--- config.mk ---
export PLATFORM = sky130hd
export DESIGN_NAME = qasf_accept
export DESIGN_NICKNAME = d
export VERILOG_FILES = /design/src/rtl/qasf_pkg.sv /design/src/rtl/qasf_accept.sv
export SDC_FILE = /design/constraint.sdc
export NUM_CORES = 2
export LEC_CHECK = 0
export ABC_AREA = 1
export ABC_CLOCK_PERIOD_IN_PS = 12500
export BUFFER_PORTS_ARGS = -buffer_cell sky130_fd_sc_hd__buf_2
export CAP_MARGIN = 20
export CORE_MARGIN = 2
export CORE_UTILIZATION = 50
export DETAILED_ROUTE_END_ITERATION = 10
export GPL_TIMING_DRIVEN = 0
export HOLD_SLACK_MARGIN = 0.06
export PLACE_DENSITY = 0.66
export SETUP_SLACK_MARGIN = 0.5
export SYNTH_ARGS = -nofsm -noshare
export SYNTH_HDL_FRONTEND = slang
export SYNTH_SLANG_ARGS = --single-unit
--- constraint.sdc ---
create_clock -name clk -period 12.5 [get_ports clk]
set_input_delay 2.5 -clock clk [delete_from_list [all_inputs] [get_ports clk]]
set_output_delay 2.5 -clock clk [all_outputs]
set_load 0.02 [all_outputs]
--- src/rtl/qasf_pkg.sv ---
// Package for the spin-flip annealing engine: request codes, register indexes,
// widths and the acceptance table builder. No dependencies.
`default_nettype none
package qasf_pkg;

	localparam int MAX_SPINS_DEF    = 64;
	localparam int MAX_TROTTERS_DEF = 16;
	localparam int EXP_TABLE_DEPTH  = 256;
	localparam int EXP_IDX_W        = $clog2(EXP_TABLE_DEPTH);
	localparam int RAND_BITS        = 16;

	localparam logic [63:0] EXP_STEP_Q32 = 64'd4162825044;

	localparam logic [2:0] REQ_LOAD_H     = 3'd0;
	localparam logic [2:0] REQ_LOAD_J     = 3'd1;
	localparam logic [2:0] REQ_WRITE_SPIN = 3'd2;
	localparam logic [2:0] REQ_TRIAL      = 3'd3;
	localparam logic [2:0] REQ_READ_SPIN  = 3'd4;

	localparam int CFG_IDX_W  = 3;
	localparam int CFG_DATA_W = 32;
	localparam logic [CFG_IDX_W-1:0] CFG_NUM_SPINS     = 3'd0;
	localparam logic [CFG_IDX_W-1:0] CFG_NUM_TROTTERS  = 3'd1;
	localparam logic [CFG_IDX_W-1:0] CFG_TWO_DIV_M     = 3'd2;
	localparam logic [CFG_IDX_W-1:0] CFG_COUPLING_COEF = 3'd3;
	localparam logic [CFG_IDX_W-1:0] CFG_INV_TEMP      = 3'd4;
	localparam logic [CFG_IDX_W-1:0] CFG_MAXIMIZE      = 3'd5;

	typedef logic [15:0] exp_tab_t [EXP_TABLE_DEPTH];

	// Entry i approximates exp(-i/32) in 0.16 format.
	function automatic exp_tab_t build_exp_table();
		logic [127:0] v;
		logic [127:0] e;
		logic [127:0] p;
		exp_tab_t     t;
		v = 128'h1_0000_0000;
		for (int i = 0; i < EXP_TABLE_DEPTH; i++) begin
			e = (v + 128'h8000) >> 16;
			t[i] = (e > 128'd65535) ? 16'hFFFF : e[15:0];
			p = v * {64'd0, EXP_STEP_Q32} + 128'h8000_0000;
			v = p >> 32;
		end
		return t;
	endfunction

endpackage
`default_nettype wire

--- src/rtl/qasf_accept.sv ---
// Metropolis acceptance for a non-negative energy change: scales by 1/kT,
// looks up the exponential table and compares with the random value. Uses qasf_pkg.
`default_nettype none
module qasf_accept #(
	parameter int DW = 40
) (
	input  wire logic          clk,
	input  wire logic          en,
	input  wire logic [DW-1:0] d,
	input  wire logic [30:0]   inv_temp,
	input  wire logic [15:0]   rnd,
	output logic               flip
);
	import qasf_pkg::*;

	localparam int HW  = DW + 15;
	localparam int LW  = DW + 16;
	localparam int PRW = DW + 17;
	localparam exp_tab_t EXP_TAB = build_exp_table();
	localparam logic [15:0] RMASK = (RAND_BITS >= 16) ? 16'hFFFF :
		16'((32'd1 << RAND_BITS) - 32'd1);

	logic [HW-1:0]        hi_s1;
	logic [LW-1:0]        lo_s1;
	logic [PRW-1:0]       prod;
	logic [EXP_IDX_W-1:0] k;
	logic [15:0]          thr;
	logic                 in_range;

	always_ff @(posedge clk) begin
		if (en) begin
			hi_s1 <= HW'(d * inv_temp[30:16]);
			lo_s1 <= LW'(d * inv_temp[15:0]);
		end
	end

	always_comb begin
		prod     = PRW'({hi_s1[31:0], 16'd0}) + PRW'(lo_s1);
		k        = prod[27 +: EXP_IDX_W];
		in_range = (hi_s1[HW-1:32] == '0) && (prod[PRW-1:27+EXP_IDX_W] == '0);
		thr      = in_range ? EXP_TAB[k] : 16'd0;
		flip     = {thr, {RAND_BITS{1'b0}}} > {(rnd & RMASK), {RAND_BITS{1'b0}}} >> 0
			&& ({thr, {RAND_BITS{1'b0}}} > (16 + RAND_BITS)'({(rnd & RMASK), 16'd0}));
	end
endmodule
`default_nettype wire

Word level (Yosys, flattened, before mapping)
Memory sizes are Yosys's and may differ from the RTL's.
Cells that the tools add are included.

operators by class
  add/sub/neg operators = 1
  multipliers = 2
  order comparisons = 2
  multiplexer cells = 3
  bitwise logic cells = 1
  reductions and logical operators = 3

operators by type and width
  kind                                         number
  adder 48 x 56 -> 57 bit                      1
  multiplier 40 x 16 -> 56 bit                 1
  multiplier 40 x 15 -> 55 bit                 1
  2-to-1 mux 16 bit                            3
  greater-than comparator 32 bit               1
  logical NOT 23 bit                           1
  logical NOT 22 bit                           1
  >= comparator 9 bit (second input constant)  1
  NOT 8 -> 9 bit                               1
  logical AND 1 bit                            1

storage, ports and cells
  register bits after elaboration = 111
  memory bits (read-only) = 4096
  input bits = 89
  output and inout port bits = 1
  word-level logic and storage cells = 15
  memories kept = 1

memories
  name              depth  bits a word  read ports  clocked after Yosys merged registers in  wr ports  line               text
  (name not given)  256    16           1           0                                        0         qasf_accept.sv:41  thr = in_range ? EXP_TAB[k] : 16'd0;

Depth between registers and ports, before layout
  depth after elaboration = 7
  gate-level depth with buffers = 31
  gate-level depth less buffers = 31

Worst setup path before layout
Ideal clock, no wire load.

  path type = input port to flip-flop
  start = input inv_temp[1]
  end = register lo_s1[40], data pin
  library setup time = 0.260 ns
  arrival = 7.825 ns
  required time = 12.240 ns
  setup slack = 4.415 ns
  stages on the path = 24
  path buffers = 2
  cells stage by stage = clkbuf_1 -> clkbuf_1 -> nand2_1 -> fa_1 -> inv_1 -> fa_1 -> inv_1 -> fa_1 -> inv_1 -> fa_1 -> fa_1 -> inv_1 -> fa_1 -> inv_1 -> ha_1 -> a21oi_1 -> o21ai_0 -> a21oi_1 -> o21ai_0 -> a21oi_1 -> o21ai_0 -> nand2_1 -> nand2_1 -> xor2_1

on the way
  word-level cells in the longest chain between the ends = 1

RTL lines
  what                          line               text
  start: declaration            qasf_accept.sv:10  input wire logic [30:0] inv_temp,
  multiplier 40 x 16 -> 56 bit  qasf_accept.sv:33  lo_s1 <= LW'(d * inv_temp[15:0]);
  end signal: assignment        qasf_accept.sv:33
  end: declaration              qasf_accept.sv:24  logic [LW-1:0] lo_s1;

No other way between the ends.
A chain may end at the register's enable or synchronous reset.

Worst setup path in the final report
Ends and elaborated chain as after synthesis.

==> results.json <==
{
  "outcome": "completed",
  "start_util": 0.503,
  "worstSetupPathType": "primary input to flop",
  "fin_crit_sh": 0.837,
  "wl_per_cell_um": 24.7,
  "die_height_um": 318,
  "hold_buffers": 0,
  "drcViolationCount": 0,
  "rows": 115,
  "via_count": 45400,
  "synth_warnings": 0,
  "min_period_ns": 10.46,
  "clockBufferDepth": 2,
  "synthFlopType": "edfxtp_1",
  "cts_sinks": 95,
  "syn_inst": 6808,
  "synth-seq-area-share": 0.0578,
  "worst_pin_slew_ns": 1.29,
  "drive_above_1_share": 0.0249,
  "placed_cells": 8157,
  "start_kind": "primary input",
  "syn_nets": 8224,
  "place_congestion": 1.05,
  "cts_made_buffers": 9,
  "h-tree-depth": 3,
  "hold_depth": 1,
  "core_um2": 98100,
  "fin_nets": 8305,
  "rsz0062_at_grt": "false",
  "drtIter0Drc": 4837,
  "dpl.hpwl_um": 170000,
  "pin_count": 90,
  "grt_first_pass_wirelength_um": 300000,
  "syn_avg_cell_area_um2": 7.25,
  "path_max_fanout": 10,
  "path_clk_slew_ns": 0.08,
  "maxCapViolCount": 0,
  "post_cts_buffers": 0,
  "cp_data_arrival_time_ns": 10.63,
  "antenna_left": 0,
  "synthToLayoutAreaGrowth_pct": 4.81,
  "hold_path.class": "primary input to flop",
  "cts_tree": "done",
  "first_global_vias": 46600,
  "cp_data_required_time_ns": 12.67,
  "finalSetupTns_ns": 0,
  "synth_edf_count": 95,
  "die_area_um2": 101000,
  "antenna_found_initial": 8,
  "wl_um": 202000,
  "gr-total-overflow": 0,
  "gr-usage-all-layers": 0.407,
  "cts_repair_resize_count": 0,
  "relSlewSlack": 0.143,
  "synthArstFlopShare": 0,
  "netlist_area_um2": 49400,
  "root_buffer": "clkbuf_16",
  "yosys.cell_types.count": 53,
  "finalHoldViolations": 0,
  "numPortBuffers": 60,
  "hold_ws_ns": 2.55,
  "drt_pass1_iterations": 6,
  "setup_viol": 0,
  "die_w_um": 318,
  "max_freq_mhz": 95.6,
  "yosys_register_bits": 95,
  "final_cells": 8184,
  "endpoint_kind": "flop",
  "avgViaCountPerCell": 5.55,
  "slew_violations": 0,
  "grt_max_degree": 72
}
==> logic make-up after synthesis <==
kind of cell             share of synthesized area
AND/OR/NAND/NOR                              0.221
buffers and inverters                        0.165
adder cells (fa/ha/maj)                      0.491
AO/OA/AOI/OAI                               0.0480
flip-flops                                  0.0578
XOR/XNOR                                    0.0172
==> worst max-delay path: stages <==
cell and delay, ns:
buf_2 0.10, clkbuf_1 0.73, clkbuf_1 0.89, nand2_1 0.20
fa_1 0.59, inv_1 0.05, fa_1 0.52, inv_1 0.05
fa_1 0.50, inv_1 0.07, fa_1 0.49, fa_1 0.49
inv_1 0.05, fa_1 0.51, inv_1 0.05, ha_1 0.42
nand2_1 0.16, nor2_1 0.15, nand2_1 0.19, nor4_1 0.62
a21oi_1 0.26, o21ai_0 0.48, nand2_1 0.11, nand2_1 0.10
xor2_1 0.33
==> layout by cell type, fill, tap and decap left out, types with 4 or more instances in the layout <==
cell type	count
a211oi_1	5
a21o_1	11
a21oi_1	198
a31oi_1	31
buf_2	82
buf_4	10
buf_6	9
buf_8	7
clkbuf_1	248
clkbuf_16	9
edfxtp_1	95
fa_1	1021
ha_1	306
inv_1	1844
inv_2	5
nand2_1	2066
nand2_2	18
nand2_4	4
nand3_1	252
nand3_2	4
nand3b_1	9
nand4_1	27
nor2_1	294
nor2_2	5
nor3_1	19
nor4_1	13
o211ai_1	11
o21a_1	13
o21ai_0	115
o21ai_1	7
o21bai_1	15
o31ai_1	9
xnor2_1	27
xor2_1	65
==> per-layer routing <==
metal,global-route usage,vias up,wire length [um]
met4,0.246,10,14800
met1,0.518,22300,77500
met3,0.103,663,21800
met5,0.0151,-,299
met2,0.624,2651,88000
li1,-,19800,-
==> final timing paths <==
path / from / to / slack, ns
setup / recovery: inv_temp[1] / lo_s1[40] / 2.04
hold / removal: en / hi_s1[53] / 2.55
==> cell usage after synthesis (4+ instances only) <==
library cell / number / share of area
nand4_1: 27 / 0.0034
nand2_4: 4 / 0.00091
xor2_1: 65 / 0.012
o21bai_1: 15 / 0.0023
fa_1: 1021 / 0.41
buf_2: 23 / 0.0023
inv_1: 1844 / 0.14
nand3_1: 252 / 0.026
clkbuf_1: 248 / 0.019
a21o_1: 11 / 0.0017
a31oi_1: 31 / 0.0039
nor4_1: 13 / 0.0016
nand3b_1: 9 / 0.0014
buf_4: 9 / 0.0014
o31ai_1: 9 / 0.0014
o21ai_0: 115 / 0.012
nand2_1: 2066 / 0.16
xnor2_1: 27 / 0.0048
o21ai_1: 7 / 0.00071
nor2_2: 5 / 0.00063
o21a_1: 13 / 0.0020
nor3_1: 19 / 0.0019
o211ai_1: 11 / 0.0017
nand2_2: 18 / 0.0023
inv_2: 5 / 0.00038
nand3_2: 4 / 0.00081
ha_1: 306 / 0.078
a21oi_1: 198 / 0.020
buf_6: 7 / 0.0016
nor2_1: 294 / 0.022
a211oi_1: 5 / 0.00076
edfxtp_1: 95 / 0.058
==> layout make-up <==
type | instances | area (um2)
antenna | 3 | 7.51
buffer | 288 | 1200
clock buffer | 9 | 225
clock inverter | 7 | 75.1
fill | 9948 | 46400
inverter | 1852 | 6950
multi-input combinational | 4573 | 38400
sequential | 95 | 2850
tap | 1287 | 1610
timing repair buffer | 70 | 458
==> per-stage QoR <==
| stage | area (um2) | util | setup slack (ns) |
|---|---|---|---|
| global route | 51700 | 0.527 | 1.87 |
| floorplan | 49400 | - | 4.42 |
| global placement | 51300 | 0.523 | 1.92 |
| finish | 51800 | 0.527 | 2.04 |
| CTS | 51600 | 0.526 | 2.39 |
| detailed placement | 51300 | 0.523 | 2.00 |
==> flip-flops by register name, indices dropped and copies added (netlist names) <==
register and cells:
hi_s1 55, lo_s1 40
Power is left out: the tool's default activity adds up to more than one toggle a clock period on the data nets, which glitch-free logic cannot reach.
